<file path="config.mk">
export PLATFORM = sky130hd
export DESIGN_NAME = wuf_alu
export DESIGN_NICKNAME = d
export VERILOG_FILES = /design/src/sv/weighted_union_find_assert.svh /design/src/sv/wuf_pkg.sv /design/src/sv/wuf_alu.sv
export SDC_FILE = /design/constraint.sdc
export NUM_CORES = 1
export LEC_CHECK = 0
export BUFFER_PORTS_ARGS = -buffer_cell sky130_fd_sc_hd__buf_2
export CAP_MARGIN = 20
export CORE_ASPECT_RATIO = 0.9
export CORE_MARGIN = 1.5
export CORE_UTILIZATION = 47
export DETAILED_ROUTE_END_ITERATION = 12
export PLACE_DENSITY = 0.92
export SLEW_MARGIN = 20
export SYNTH_ARGS = -nofsm -noshare
export SYNTH_HDL_FRONTEND = slang
export SYNTH_SLANG_ARGS = --single-unit
</file>
<file path="constraint.sdc">
create_clock -name vclk -period 5.5
set_input_delay 1.1 -clock vclk [all_inputs]
set_output_delay 1.1 -clock vclk [all_outputs]
set_load 0.05 [all_outputs]
</file>
<file path="src/sv/weighted_union_find_assert.svh">
// assertion macros for the weighted union-find block
`ifndef WEIGHTED_UNION_FIND_ASSERT_SVH
`define WEIGHTED_UNION_FIND_ASSERT_SVH

// antecedent implies consequent in the same cycle
`define WUF_ASSERT_SAME(label, ante, cons, msg) \
	label: assert property (@(posedge clk) disable iff (!arst_n) (ante) |-> (cons)) \
		else $error(msg);

// antecedent implies consequent in the next cycle
`define WUF_ASSERT_NEXT(label, ante, cons, msg) \
	label: assert property (@(posedge clk) disable iff (!arst_n) (ante) |=> (cons)) \
		else $error(msg);

`endif

</file>
<file path="src/sv/wuf_pkg.sv">
// package: constants and types for the weighted union-find block
`timescale 1ns / 1ps
package wuf_pkg;
	localparam int NODES_DEF       = 1024;
	localparam int WEIGHT_BITS_DEF = 32;
	localparam int NODE_W          = 10;
	localparam int DELTA_W         = 32;
	localparam int SIZE_W          = 11;
	localparam int RED_CNT_W       = 4;

	typedef enum logic [0:0] {ALU_ADD, ALU_SUB} alu_op_t;

	typedef enum logic [3:0] {
		ST_CLEAR, ST_IDLE, ST_RED, ST_F1_RD, ST_F1_CHK, ST_F2_RD, ST_F2_CHK,
		ST_EVAL, ST_EVAL2, ST_LINK1, ST_LINK2, ST_OUT
	} state_t;
endpackage

</file>
<file path="src/sv/wuf_alu.sv">
// shared potential adder/subtractor
`timescale 1ns / 1ps
module wuf_alu import wuf_pkg::*; #(
	parameter int WEIGHT_BITS = WEIGHT_BITS_DEF
) (
	input  alu_op_t               op,
	input  logic [WEIGHT_BITS-1:0] x,
	input  logic [WEIGHT_BITS-1:0] y,
	output logic [WEIGHT_BITS-1:0] res
);
	// wrapping add or subtract
	always_comb begin
		unique case (op)
			ALU_ADD: res = x + y;
			ALU_SUB: res = x - y;
			default: res = x + y;
		endcase
	end
endmodule

</file>
==> metrics.md <==
| Metric | Value |
|---|---|
| CORE AREA | 0.004835 mm^2 |
| Slew Limit Headroom | 0.5424 |
| Most common cell after layout, fill and taps aside | buf_4 |
| Area Growth Syn to Fin | 76.33% |
| Total GRT Usage | 0.3768 |
| Seq/Total Area, Yosys | 0 |
| Maximum VDD drop | between 0.0002 and 0.00025 V |
| Mapped cell area | 0.002357 mm^2 |
| Syn Area/Cell | 6.774 um^2 |
| Post-Place Worst Slack | -0.5944 ns |
| Final hold violation count | 0 |
| Row Count | 24 |
| Setup violators final | 18 |
| Period utilization | 1.107 |
| Placed instance count | 578 |
| DR iter-0 viols | 482 |
| HP Class | input port to primary output |
| Vias | between 3,000 and 4,000 |
| Vias in the first global route | 3,631 |
| Final Slew Violations | 0 |
| Starting density of the core | 0.4876 |
| Total global routing overflow | 0 |
| Die width | slightly below 80 um |
| Syn. warnings | 0 |
| CLK BUF | 0 |
| Die ar. | roughly 0.0054 mm^2 |
| Hpwl dp | between 7 and 8 mm |
| Max-cap viol count | 0 |
| Sequential share of power | 0 |
| RSZ-0062 raised after global routing | yes |
| Startpoint Class | input port |
| Setup CP Type | input port to primary output |
| P_leak | between 1.5 and 2 nW |
| Routability Congestion | 1.035 |
| Vias per inst | 6.644 |
| Nature of the critical path endpoint | primary output |
| Post-layout minimum cycle time | roughly 6.1 ns |
| Antenna Diode Count | 0 |
| Data required, critical path | 4.40 ns |
| Sw Share | 0.6199 |
| Final WL | 12.35 mm |
| Seq_cells | 0 |
| Outcome | finished, violations left |
| Crit path DAT | 4.99 ns |
| Storage cell area | 0 um^2 |
| Post-Syn Instances | roughly 350 |
| Die height | 70.19 um |
| Initial antenna violation count | 0 |
| Port Buffers | just under 100 |
| Post-route antenna net violation count | 0 |
| FMAX | 0.1642 GHz |
| Residual DRC | 0 |
| First drt pass iteration count | 6 |
| Cell variety after synth | 51 |
| PwrDens | 262.6 mW/mm^2 |
| Post-route worst setup slack | -0.5910 ns |
| Failing checks | negative setup slack |
| CP Max Fanout | 4 |
| Clock Power Share | 0 |
| Int Pwr | 414.9 uW |
| Comb power frac | 1.000 |
| Largest net degree at the start of global routing | 21 |
| Fin nets | 625 |
| First-pass GRT wire length | about 17 mm |
| Most frequent cells in the layout | 85 x buf_4, 79 x buf_2, 36 x nor2_1 |
| IO Count | 97 |
| Worst-margin pin slew | 0.6801 ns |
| Wire per inst | 20.93 um |
| Layout cells sized above 1 | 0.4914 |
| P_sw | 676.6 uW |
| Finished Layout Cells | 590 |
| Post-synth net total | 446 |
## critical path: stages
cell and delay [ns]:
buf_2 0.12, or4_1 0.63, nor4b_4 0.35, a31oi_1 0.15, buf_4 0.16, xnor2_1 0.19
ha_1 0.33, a21oi_1 0.38, nor2b_1 0.12, o31a_1 0.34, a311oi_4 0.40, o211ai_1 0.25
xnor2_4 0.26, buf_6 0.22
## routing by layer
layer  part of all wire  vias to the layer above  wire, um  track usage
li1                   -                     1630         -            -
met1               0.35                     1735      4267       0.4295
met2               0.45                      404      5519       0.6609
met3               0.11                      151      1342      0.06275
met4              0.099                        0      1221       0.2101
met5                  0                        -         0            0
## cells by family (layout without fill, tap and decap cells)
logic type / Yosys count / count (layout) / share of synthesized area
fa+ha+maj: 33 / 33 / 0.1783
compound gates: 105 / 105 / 0.2797
mux: 2 / 2 / 0.009023
simple gates: 124 / 124 / 0.2718
xor+xnor: 58 / 58 / 0.2187
buf+inv: 26 / 203 / 0.04246
## timing repair
item	CTS	global route
pin swaps	17	26
endpoints found under the setup margin	17	18
hold buffers	0	0
gates resized for setup	63	30
buffers inserted	4	8
## area by class of cell
| class | instances | area, um^2 |
|---|---|---|
| inverters | 15 | 56.30 |
| well taps | 65 | 81.33 |
| multi-input cells | 322 | 2715 |
| fillers | 233 | 678.2 |
| repair buffers | 188 | 1304 |
## power by group through the flow
stage	clock network, mW	registers [mW]	logic (mW)
after global routing	0	0	1.13
after floorplan	0	0	0.636
after global placement	0	0	0.879
after CTS	0	0	0.994
after detailed placement	0	0	0.906
final	0	0	1.09
## synthesized netlist by cell type (7+ instances only)
cell type | n | area [um^2]
o21ai_0 | 17 | 85.08
nand3_1 | 9 | 45.04
a31oi_1 | 7 | 43.79
nor2_1 | 38 | 142.6
xor2_1 | 15 | 131.4
clkbuf_1 | 8 | 30.03
ha_1 | 32 | 400.4
xnor2_1 | 42 | 367.9
nor3_1 | 17 | 85.08
a21o_1 | 7 | 52.55
a21oi_1 | 45 | 225.2
nand2_1 | 24 | 90.09
inv_1 | 15 | 56.30
## per-stage QoR
stage | utilization | area [um^2] | hold slack, ns | power (mW) | TNS, ns
3_5_place_dp | 0.7629 | 3689 | 2.679 | 0.9061 | -5.912
3_3_place_gp | 0.7629 | 3689 | 2.663 | 0.8785 | -2.819
6_report | 0.8597 | 4156 | 2.679 | 1.092 | -5.506
5_1_grt | 0.8597 | 4156 | 2.731 | 1.134 | -7.409
2_1_floorplan | - | 2586 | 2.491 | 0.6355 | -1.389
4_1_cts | 0.8175 | 3953 | 2.681 | 0.9945 | -2.629
## path summary, 6_finish.rpt
check,from,endpoint,depth (start not counted)
worst min-delay path,x[0],res[0],5
worst max-delay path,y[15],res[29],14
(Power assumes the default switching activity.)
